**config.mk**
```make
export PLATFORM = sky130hd
export DESIGN_NAME = battery_scan_fault_qualifier
export DESIGN_NICKNAME = d
export VERILOG_FILES = /design/src/design/bsfq_pkg.sv /design/src/design/bsfq_scan_acc.sv /design/src/design/bsfq_result.sv /design/src/design/battery_scan_fault_qualifier.sv
export SDC_FILE = /design/constraint.sdc
export NUM_CORES = 2
export LEC_CHECK = 0
export BUFFER_PORTS_ARGS = -buffer_cell sky130_fd_sc_hd__buf_2
export CORE_MARGIN = 3
export CORE_UTILIZATION = 40
export CTS_CLUSTER_SIZE = 25
export DETAILED_ROUTE_END_ITERATION = 8
export SLEW_MARGIN = 10
export SYNTH_ARGS = -nofsm -noshare
export SYNTH_HDL_FRONTEND = slang
export SYNTH_SLANG_ARGS = --single-unit
```
**constraint.sdc**
```tcl
create_clock -name clk -period 19.7 [get_ports clk]
set_input_delay 1.97 -clock clk [delete_from_list [all_inputs] [get_ports clk]]
set_output_delay 1.97 -clock clk [all_outputs]
set_load 0.02 [all_outputs]
```
**src/design/bsfq_pkg.sv**
```systemverilog
package bsfq_pkg;

  localparam int THERMISTOR_COUNT = 5;
  localparam int SLAVE_COUNT      = 4;
  localparam int PARALLEL_STRINGS = 1;

  localparam logic [15:0] FULL_SCALE_16 = 16'hFFFF;

  localparam int TEMP_SUM_W  = 21;
  localparam int STACK_SUM_W = 18;
  localparam int COUNT_W     = 7;
  localparam int FAULT_W     = 3;

  localparam logic [TEMP_SUM_W-1:0]  TEMP_SUM_MAX  = '1;
  localparam logic [STACK_SUM_W-1:0] STACK_SUM_MAX = '1;

  // register indexes on the write port
  localparam logic [1:0] REG_OVER_VOLTAGE  = 2'd0;
  localparam logic [1:0] REG_UNDER_VOLTAGE = 2'd1;
  localparam logic [1:0] REG_OVER_TEMP     = 2'd2;
  localparam logic [1:0] REG_RETRY         = 2'd3;

  // fault bit positions
  localparam int FAULT_OV = 0;
  localparam int FAULT_UV = 1;
  localparam int FAULT_OT = 2;

  localparam logic [15:0]        OV_LIMIT_RESET    = 16'hFFFF;
  localparam logic [15:0]        UV_LIMIT_RESET    = 16'h0000;
  localparam logic [15:0]        OT_LIMIT_RESET    = 16'hFFFF;
  localparam logic [COUNT_W-1:0] RETRY_LIMIT_RESET = 7'd10;

  // average: floor(n / d) = (n * ceil(2^k / d)) >> k, exact for n < 2^21 with d <= 128
  localparam int AVG_DIVISOR = SLAVE_COUNT * THERMISTOR_COUNT;
  localparam int AVG_SHIFT   = TEMP_SUM_W + 7;
  localparam logic [AVG_SHIFT:0] AVG_RECIP =
    (AVG_SHIFT+1)'(((64'd1 << AVG_SHIFT) + AVG_DIVISOR - 1) / AVG_DIVISOR);

  localparam int TRAC_SHIFT = STACK_SUM_W + 2;
  localparam logic [TRAC_SHIFT:0] TRAC_RECIP =
    (TRAC_SHIFT+1)'(((64'd1 << TRAC_SHIFT) + PARALLEL_STRINGS - 1) / PARALLEL_STRINGS);

  typedef struct packed {
    logic [15:0]        ov_limit;
    logic [15:0]        uv_limit;
    logic [15:0]        ot_limit;
    logic [COUNT_W-1:0] retry_limit;
  } limits_t;

  typedef struct packed {
    logic [15:0]            max_voltage;
    logic [15:0]            min_voltage;
    logic [15:0]            max_temp;
    logic [TEMP_SUM_W-1:0]  temp_sum;
    logic [STACK_SUM_W-1:0] stack_sum;
    logic [FAULT_W-1:0]     faults;
  } totals_t;

  typedef struct packed {
    logic [COUNT_W-1:0] count;
    logic               latch;
  } cnt_step_t;

  // step up on a crossing, down otherwise, clamp to 0 .. limit
  function automatic cnt_step_t step_counter(input logic [COUNT_W-1:0] count,
                                             input logic               crossed,
                                             input logic [COUNT_W-1:0] limit);
    cnt_step_t        res;
    logic [COUNT_W:0] stepped;
    logic             below;
    below   = !crossed && (count == '0);
    stepped = crossed ? ({1'b0, count} + 1'b1) : ({1'b0, count} - 1'b1);
    res     = '0;
    if (!below && (stepped >= {1'b0, limit})) begin
      res.count = limit;
      res.latch = 1'b1;
    end else if (below) begin
      res.count = '0;
    end else begin
      res.count = stepped[COUNT_W-1:0];
    end
    return res;
  endfunction

endpackage

```
**src/design/bsfq_scan_acc.sv**
```systemverilog
module bsfq_scan_acc (
  input  logic                  clk,
  input  logic                  rst,
  input  logic                  in_valid,
  output logic                  in_stall,
  input  logic [15:0]           slave_min_voltage,
  input  logic [15:0]           slave_max_voltage,
  input  logic [15:0]           temp_reading_0,
  input  logic [15:0]           temp_reading_1,
  input  logic [15:0]           temp_reading_2,
  input  logic [15:0]           temp_reading_3,
  input  logic [15:0]           temp_reading_4,
  input  logic [15:0]           stack_voltage,
  input  logic                  last_slave,
  input  bsfq_pkg::limits_t     limits,
  output logic                  scan_valid,
  output bsfq_pkg::totals_t     scan_totals,
  input  logic                  scan_take
);
  import bsfq_pkg::*;

  // input register
  logic        s1_valid;
  logic [15:0] s1_vmin;
  logic [15:0] s1_vmax;
  logic [15:0] s1_temp [THERMISTOR_COUNT];
  logic [15:0] s1_stack;
  logic        s1_last;

  // running scan state
  logic [15:0]            run_min_voltage;
  logic [15:0]            run_max_voltage;
  logic [15:0]            run_max_temp;
  logic [TEMP_SUM_W-1:0]  temp_sum;
  logic [STACK_SUM_W-1:0] stack_sum;
  logic [COUNT_W-1:0]     fault_counters [FAULT_W];
  logic [FAULT_W-1:0]     latched_faults;

  logic                   scan_free;
  logic                   s1_leave;
  logic                   fire;
  logic                   close;

  logic [15:0]            min_next;
  logic [15:0]            max_next;
  logic [15:0]            temp_max_next;
  logic [TEMP_SUM_W:0]    temp_sum_wide;
  logic [TEMP_SUM_W-1:0]  temp_sum_next;
  logic [STACK_SUM_W:0]   stack_sum_wide;
  logic [STACK_SUM_W-1:0] stack_sum_next;
  logic [FAULT_W-1:0]     crossed;
  cnt_step_t              steps [FAULT_W];
  logic [FAULT_W-1:0]     latched_next;

  assign scan_free = !scan_valid || scan_take;
  // a closing request waits here until the totals register is free
  assign s1_leave  = !s1_last || scan_free;
  assign in_stall  = s1_valid && !s1_leave;
  assign fire      = s1_valid && s1_leave;
  assign close     = fire && s1_last;

  always_ff @(posedge clk) begin
    if (rst) begin
      s1_valid <= 1'b0;
    end else if (!in_stall) begin
      s1_valid <= in_valid;
    end
  end

  always_ff @(posedge clk) begin
    if (in_valid && !in_stall) begin
      s1_vmin    <= slave_min_voltage;
      s1_vmax    <= slave_max_voltage;
      s1_temp[0] <= temp_reading_0;
      s1_temp[1] <= temp_reading_1;
      s1_temp[2] <= temp_reading_2;
      s1_temp[3] <= temp_reading_3;
      s1_temp[4] <= temp_reading_4;
      s1_stack   <= stack_voltage;
      s1_last    <= last_slave;
    end
  end

  always_comb begin
    logic [TEMP_SUM_W:0] add;
    add           = '0;
    temp_max_next = run_max_temp;
    for (int j = 0; j < THERMISTOR_COUNT; j++) begin
      if (s1_temp[j] > temp_max_next) begin
        temp_max_next = s1_temp[j];
      end
      add = add + (TEMP_SUM_W+1)'(s1_temp[j]);
    end
    // readings are never negative, so one clamp at the end equals a clamp per step
    temp_sum_wide = {1'b0, temp_sum} + add;
    temp_sum_next = temp_sum_wide[TEMP_SUM_W] ? TEMP_SUM_MAX : temp_sum_wide[TEMP_SUM_W-1:0];
  end

  assign min_next       = (s1_vmin < run_min_voltage) ? s1_vmin : run_min_voltage;
  assign max_next       = (s1_vmax > run_max_voltage) ? s1_vmax : run_max_voltage;
  assign stack_sum_wide = {1'b0, stack_sum} + (STACK_SUM_W+1)'(s1_stack);
  assign stack_sum_next = stack_sum_wide[STACK_SUM_W] ? STACK_SUM_MAX
                                                      : stack_sum_wide[STACK_SUM_W-1:0];

  assign crossed[FAULT_OV] = max_next > limits.ov_limit;
  assign crossed[FAULT_UV] = min_next < limits.uv_limit;
  assign crossed[FAULT_OT] = temp_max_next > limits.ot_limit;

  always_comb begin
    latched_next = latched_faults;
    for (int i = 0; i < FAULT_W; i++) begin
      steps[i] = step_counter(fault_counters[i], crossed[i], limits.retry_limit);
      if (steps[i].latch) begin
        latched_next[i] = 1'b1;
      end
    end
  end

  always_ff @(posedge clk) begin
    if (rst) begin
      run_min_voltage <= FULL_SCALE_16;
      run_max_voltage <= '0;
      run_max_temp    <= '0;
      temp_sum        <= '0;
      stack_sum       <= '0;
      latched_faults  <= '0;
      for (int i = 0; i < FAULT_W; i++) begin
        fault_counters[i] <= '0;
      end
    end else if (close) begin
      run_min_voltage <= FULL_SCALE_16;
      run_max_voltage <= '0;
      run_max_temp    <= '0;
      temp_sum        <= '0;
      stack_sum       <= '0;
      latched_faults  <= latched_next;
      for (int i = 0; i < FAULT_W; i++) begin
        fault_counters[i] <= steps[i].count;
      end
    end else if (fire) begin
      run_min_voltage <= min_next;
      run_max_voltage <= max_next;
      run_max_temp    <= temp_max_next;
      temp_sum        <= temp_sum_next;
      stack_sum       <= stack_sum_next;
    end
  end

  always_ff @(posedge clk) begin
    if (rst) begin
      scan_valid <= 1'b0;
    end else if (scan_free) begin
      scan_valid <= close;
    end
  end

  always_ff @(posedge clk) begin
    if (close) begin
      scan_totals.max_voltage <= max_next;
      scan_totals.min_voltage <= min_next;
      scan_totals.max_temp    <= temp_max_next;
      scan_totals.temp_sum    <= temp_sum_next;
      scan_totals.stack_sum   <= stack_sum_next;
      scan_totals.faults      <= latched_next;
    end
  end

  a_faults_stay_latched: assert property (@(posedge clk) disable iff (rst)
    (latched_faults & $past(latched_faults)) == $past(latched_faults))
    else $error("latched fault bit cleared without reset");

  a_stall_only_on_close: assert property (@(posedge clk) disable iff (rst)
    in_stall |-> (s1_valid && s1_last && scan_valid))
    else $error("input stalled without a waiting scan close");

  a_totals_hold: assert property (@(posedge clk) disable iff (rst)
    (scan_valid && !scan_take) |=> (scan_valid && $stable(scan_totals)))
    else $error("scan totals lost before being taken");

endmodule

```
**src/design/bsfq_result.sv**
```systemverilog
module bsfq_result (
  input  logic              clk,
  input  logic              rst,
  input  logic              scan_valid,
  input  bsfq_pkg::totals_t scan_totals,
  output logic              scan_take,
  output logic              out_valid,
  input  logic              out_stall,
  output logic [15:0]       pack_max_voltage,
  output logic [15:0]       pack_min_voltage,
  output logic [15:0]       voltage_spread,
  output logic [15:0]       pack_max_temp,
  output logic [15:0]       pack_avg_temp,
  output logic [17:0]       tractive_voltage,
  output logic [2:0]        fault_bits,
  output logic              shutdown
);
  import bsfq_pkg::*;

  localparam int AVG_PROD_W  = TEMP_SUM_W + AVG_SHIFT;
  localparam int TRAC_PROD_W = STACK_SUM_W + TRAC_SHIFT;

  logic                         out_free;
  logic                         s3_free;
  logic [AVG_PROD_W-1:0]        avg_prod;
  logic [TRAC_PROD_W-1:0]       trac_prod;

  logic                         s3_valid;
  logic [15:0]                  s3_max_v;
  logic [15:0]                  s3_min_v;
  logic [15:0]                  s3_max_t;
  logic [TEMP_SUM_W-1:0]        s3_avg;
  logic [STACK_SUM_W-1:0]       s3_trac;
  logic [FAULT_W-1:0]           s3_faults;

  assign out_free  = !out_valid || !out_stall;
  assign s3_free   = !s3_valid || out_free;
  assign scan_take = s3_free;

  // reciprocal multiplies stand in for the constant divides
  assign avg_prod  = AVG_PROD_W'(scan_totals.temp_sum) * AVG_PROD_W'(AVG_RECIP);
  assign trac_prod = TRAC_PROD_W'(scan_totals.stack_sum) * TRAC_PROD_W'(TRAC_RECIP);

  always_ff @(posedge clk) begin
    if (rst) begin
      s3_valid <= 1'b0;
    end else if (s3_free) begin
      s3_valid <= scan_valid;
    end
  end

  always_ff @(posedge clk) begin
    if (scan_valid && s3_free) begin
      s3_max_v  <= scan_totals.max_voltage;
      s3_min_v  <= scan_totals.min_voltage;
      s3_max_t  <= scan_totals.max_temp;
      s3_avg    <= avg_prod[AVG_PROD_W-1:AVG_SHIFT];
      s3_trac   <= trac_prod[TRAC_PROD_W-1:TRAC_SHIFT];
      s3_faults <= scan_totals.faults;
    end
  end

  always_ff @(posedge clk) begin
    if (rst) begin
      out_valid <= 1'b0;
    end else if (out_free) begin
      out_valid <= s3_valid;
    end
  end

  always_ff @(posedge clk) begin
    if (s3_valid && out_free) begin
      pack_max_voltage <= s3_max_v;
      pack_min_voltage <= s3_min_v;
      voltage_spread   <= s3_max_v - s3_min_v;
      pack_max_temp    <= s3_max_t;
      pack_avg_temp    <= (s3_avg > TEMP_SUM_W'(FULL_SCALE_16)) ? FULL_SCALE_16 : s3_avg[15:0];
      tractive_voltage <= s3_trac;
      fault_bits       <= s3_faults;
      shutdown         <= |s3_faults;
    end
  end

  a_stage_hold: assert property (@(posedge clk) disable iff (rst)
    (s3_valid && !out_free) |=> s3_valid)
    else $error("quotient stage dropped while output stalled");

  a_shutdown_matches: assert property (@(posedge clk) disable iff (rst)
    out_valid |-> (shutdown == (fault_bits != '0)))
    else $error("shutdown disagrees with fault bits");

  a_result_from_stage: assert property (@(posedge clk) disable iff (rst)
    $rose(out_valid) |-> $past(s3_valid))
    else $error("result appeared without a quotient stage entry");

endmodule

```
**src/design/battery_scan_fault_qualifier.sv**
```systemverilog
// battery scan fault qualifier
// input channel: one request per monitor slave (cell min/max, five thermistor
// readings, stack voltage, last_slave). accepted when in_valid is high and
// in_stall is low. one request can be taken every cycle.
// a request with last_slave set closes the scan; it gives one result on the
// output channel (out_valid / out_stall), other requests give none.
// a closing request passes the input register, accumulate/fault-count stage,
// reciprocal multiply stage and output register before out_valid rises.
// throughput is one request per cycle while in_stall is low. when the receiver
// stalls, up to three results are held in the pipe; only a closing request then
// waits in the input register, so in_stall rises only when a closing request
// meets a full pipe. non-closing requests keep flowing. the limit registers are
// written through wr_en / wr_index / wr_data, by the user only while idle; the
// block does not enforce it. reset (rst, synchronous) restores the limit defaults,
// clears the running scan, the fault counters, the latched faults and all valid flags.
module battery_scan_fault_qualifier (
  input  logic        clk,
  input  logic        rst,
  input  logic        wr_en,
  input  logic [1:0]  wr_index,
  input  logic [15:0] wr_data,
  input  logic        in_valid,
  output logic        in_stall,
  input  logic [15:0] slave_min_voltage,
  input  logic [15:0] slave_max_voltage,
  input  logic [15:0] temp_reading_0,
  input  logic [15:0] temp_reading_1,
  input  logic [15:0] temp_reading_2,
  input  logic [15:0] temp_reading_3,
  input  logic [15:0] temp_reading_4,
  input  logic [15:0] stack_voltage,
  input  logic        last_slave,
  output logic        out_valid,
  input  logic        out_stall,
  output logic [15:0] pack_max_voltage,
  output logic [15:0] pack_min_voltage,
  output logic [15:0] voltage_spread,
  output logic [15:0] pack_max_temp,
  output logic [15:0] pack_avg_temp,
  output logic [17:0] tractive_voltage,
  output logic [2:0]  fault_bits,
  output logic        shutdown
);
  import bsfq_pkg::*;

  limits_t limits;
  logic    scan_valid;
  totals_t scan_totals;
  logic    scan_take;

  always_ff @(posedge clk) begin
    if (rst) begin
      limits.ov_limit    <= OV_LIMIT_RESET;
      limits.uv_limit    <= UV_LIMIT_RESET;
      limits.ot_limit    <= OT_LIMIT_RESET;
      limits.retry_limit <= RETRY_LIMIT_RESET;
    end else if (wr_en) begin
      unique case (wr_index)
        REG_OVER_VOLTAGE:  limits.ov_limit    <= wr_data;
        REG_UNDER_VOLTAGE: limits.uv_limit    <= wr_data;
        REG_OVER_TEMP:     limits.ot_limit    <= wr_data;
        REG_RETRY:         limits.retry_limit <= wr_data[COUNT_W-1:0];
        default:           limits             <= limits;
      endcase
    end
  end

  bsfq_scan_acc u_scan_acc (
    .clk               (clk),
    .rst               (rst),
    .in_valid          (in_valid),
    .in_stall          (in_stall),
    .slave_min_voltage (slave_min_voltage),
    .slave_max_voltage (slave_max_voltage),
    .temp_reading_0    (temp_reading_0),
    .temp_reading_1    (temp_reading_1),
    .temp_reading_2    (temp_reading_2),
    .temp_reading_3    (temp_reading_3),
    .temp_reading_4    (temp_reading_4),
    .stack_voltage     (stack_voltage),
    .last_slave        (last_slave),
    .limits            (limits),
    .scan_valid        (scan_valid),
    .scan_totals       (scan_totals),
    .scan_take         (scan_take)
  );

  bsfq_result u_result (
    .clk              (clk),
    .rst              (rst),
    .scan_valid       (scan_valid),
    .scan_totals      (scan_totals),
    .scan_take        (scan_take),
    .out_valid        (out_valid),
    .out_stall        (out_stall),
    .pack_max_voltage (pack_max_voltage),
    .pack_min_voltage (pack_min_voltage),
    .voltage_spread   (voltage_spread),
    .pack_max_temp    (pack_max_temp),
    .pack_avg_temp    (pack_avg_temp),
    .tractive_voltage (tractive_voltage),
    .fault_bits       (fault_bits),
    .shutdown         (shutdown)
  );

endmodule

```
==> out/metrics.cfg <==
[run_status]
status=finished, final reports clean

[finish]
final_cell_mix=inv_1 (488), ha_1 (448), edfxtp_1 (428)
syn_to_final_growth_pct=13.81
layout_commonest_cell=inv_1
drive_gt1_frac=0.1340
layout.nets=4176
n_fill_cell=8097

[timing]
period_needed_ns=17.39
finalSetupTns_ns=0
rsz0062_at_grt=no
hold_violations=0
relSlewSlack=0.2843
slew_viol_final=0
tightest_slew_ns=1.067
max_freq_mhz=57.49
finalSetupViolations=0
period_share=0.8829
fin_skew_ns=0.02941

[min_path]
whs_path_depth=0
hold_class=reg2reg

[critical_path]
crit_start=u_scan_acc.s1_temp[0][10]$_DFFE_PP_
startpoint_type=flip-flop
regToRegEndpoint=u_scan_acc.fault_counters[0][16]$_SDFFCE_PN0P_
r2r_slack_ns=2.31
slowest_stage=a211oi_1
critPathRequiredTime_ns=20.05
path_max_fanout=24
critPathKind=reg2reg
critPathMaxStageDelay_ns=0.75
ff2ff_path_depth=82
end_kind=flip-flop
cp.arrival_ns=17.74
cpMostUsedCell=o21ai_0
crit_path_end=u_scan_acc.fault_counters[0][16]$_SDFFCE_PN0P_
r2r_start=u_scan_acc.s1_temp[0][10]$_DFFE_PP_

[clock_tree]
cts-root-buf=clkbuf_16
clockBufferDepth=3
post_cts_buffers=0
cts.sinks=577
postCtsHoldBufs=0
clk_latency_ns=0.62
cts.htree.levels=3
clk_pin_slew_worst_paths_ns=0.06
cts_buffers=68
cts_tree=built
ctsResizeCount=0

[floorplanning]
ios=256
start_util=0.4056
dieArea_um2=91980
die_w_um=303.3
row_count=108
dieHeight_um=303.3
core_area_um2=87160

[synthesis]
synthArstFlopShare=0
synthTopCellsByArea=edfxtp_1 (36%), ha_1 (16%), fa_1 (10%)
synth-edff-count=428
ys_seq_area_frac=0.4479
syn-cell-area_um2=35350
synth_top_cell_by_area=edfxtp_1
ys_types=79
syn_inst=3115
synthesis.nets=3892
ys_ff_latch=577
synth_ff_type=edfxtp_1
synth_top_area_frac=0.3636
syn_area_per_cell_um2=11.35
yosysWarnings=0

[route]
vias=23100
wire_per_inst_um=18.75
drt_wl_total_um=86480
drt_pass1_iterations=5
drt_iter0_drc=1502
antenna_left=0
route.detailed.drc=0
via_per_inst=5.009

[placed_design]
portBuffers=255
place.gp.congestion=0.9214
hpwlAfterDp_um=66720

[job]
max_cap_viol_count=0

[global_routing]
gr-usage-all-layers=0.1906
grt-ovfl-total=0
antenna_found_initial=2
grt_start_max_net_pins=78
grt_pass1_vias=23110
grt_pass1_wl_um=134400

-- metrics by stage --
step / cells / hold slack (ns) / utilization / setup WS [ns] / area (µm²)
after floorplan: 3115 / 0.4003 / - / 3.121 / 35350
after global placement: 4484 / 0.4008 / 0.4368 / 2.576 / 38070
after detailed placement: 4484 / 0.4045 / 0.4368 / 2.456 / 38070
after CTS: 4610 / 0.3933 / 0.4616 / 2.356 / 40230
after global routing: 4610 / 0.4169 / 0.4616 / 0.7410 / 40230
final: 4611 / 0.4056 / 0.4616 / 2.307 / 40230
-- sequential cells by signal (all words and copies together) (netlist names), 17 cells and up --
signal / cells
u_scan_acc.s1_temp: 80
u_result.tractive_voltage: 18
u_result.s3_trac: 18
u_result.s3_avg: 17
limits: 55
u_scan_acc.scan_totals: 90
u_scan_acc.fault_counters: 21
u_scan_acc.temp_sum: 21
u_scan_acc.stack_sum: 18
-- worst min path at each step --
stage	start	to	slack, ns
floorplan	u_result.s3_max_t[0]$_DFFE_PP_	u_result.pack_max_temp[0]$_DFFE_PP_	0.40
global placement	u_scan_acc.scan_totals[49]$_DFFE_PP_	u_result.s3_max_t[7]$_DFFE_PP_	0.40
finish	u_scan_acc.scan_totals[67]$_DFFE_PP_	u_result.s3_min_v[9]$_DFFE_PP_	0.41
detailed placement	u_scan_acc.scan_totals[55]$_DFFE_PP_	u_result.s3_max_t[13]$_DFFE_PP_	0.40
CTS	u_scan_acc.scan_totals[89]$_DFFE_PP_	u_result.s3_max_v[15]$_DFFE_PP_	0.39
global route	u_scan_acc.scan_totals[84]$_DFFE_PP_	u_result.s3_max_v[10]$_DFFE_PP_	0.42
-- worst max-delay path: cells and delay by family (launching register included) --
kind,cells,cell delay [ns]
multiplexers,5,1.58
AND/OR/NAND/NOR,15,1.41
flip-flops,1,0.44
adder cells (fa/ha/maj),8,2.62
buffers and inverters,10,1.80
AO/OA/AOI/OAI,44,9.26
-- layout make-up --
class | instances | area (µm²) | area share
Inverter | 491 | 1846 | 0.04587
Antenna cell | 1 | 2.502 | 0.00006219
Multi-Input combinational cell | 1979 | 17460 | 0.4340
Tap cell | 1155 | 1445 | 0.03592
Clock buffer | 93 | 1867 | 0.04640
Timing Repair Buffer | 282 | 1479 | 0.03676
Sequential cell | 577 | 15840 | 0.3936
Clock inverter | 33 | 297.8 | 0.007401
-- cell usage after synthesis (19+ instances only) --
| cell type | n |
|---|---|
| a211o_1 | 23 |
| a21o_1 | 56 |
| a21oi_1 | 138 |
| clkbuf_1 | 56 |
| dfxtp_1 | 149 |
| edfxtp_1 | 428 |
| fa_1 | 177 |
| ha_1 | 448 |
| inv_1 | 489 |
| mux2_2 | 19 |
| mux2i_1 | 75 |
| nand2_1 | 180 |
| nand2b_1 | 34 |
| nand3_1 | 41 |
| nand4_1 | 30 |
| nor2_1 | 169 |
| nor2b_1 | 34 |
| nor3_1 | 48 |
| o211ai_1 | 19 |
| o21a_1 | 29 |
| o21ai_0 | 114 |
| o21bai_1 | 19 |
| or2_2 | 38 |
| xnor2_1 | 64 |
-- metal layers --
layer	up-vias	share of wire	track usage
met2	638	0.44	0.2975
met4	0	0.024	0.04776
met5	-	0	0
li1	11430	-	-
met3	112	0.061	0.02847
met1	10920	0.48	0.2786
-- cells by family after synthesis --
family,Yosys count,synth area share
buf+inv,559,0.05964
simple gates,635,0.08654
mux,94,0.02729
xor+xnor,81,0.02007
fa+ha+maj,626,0.2591
compound gates,543,0.09942
flops,577,0.4479
Power is not shown: default switching activity piles up to over one toggle a cycle in this logic, so the estimate is an artifact.
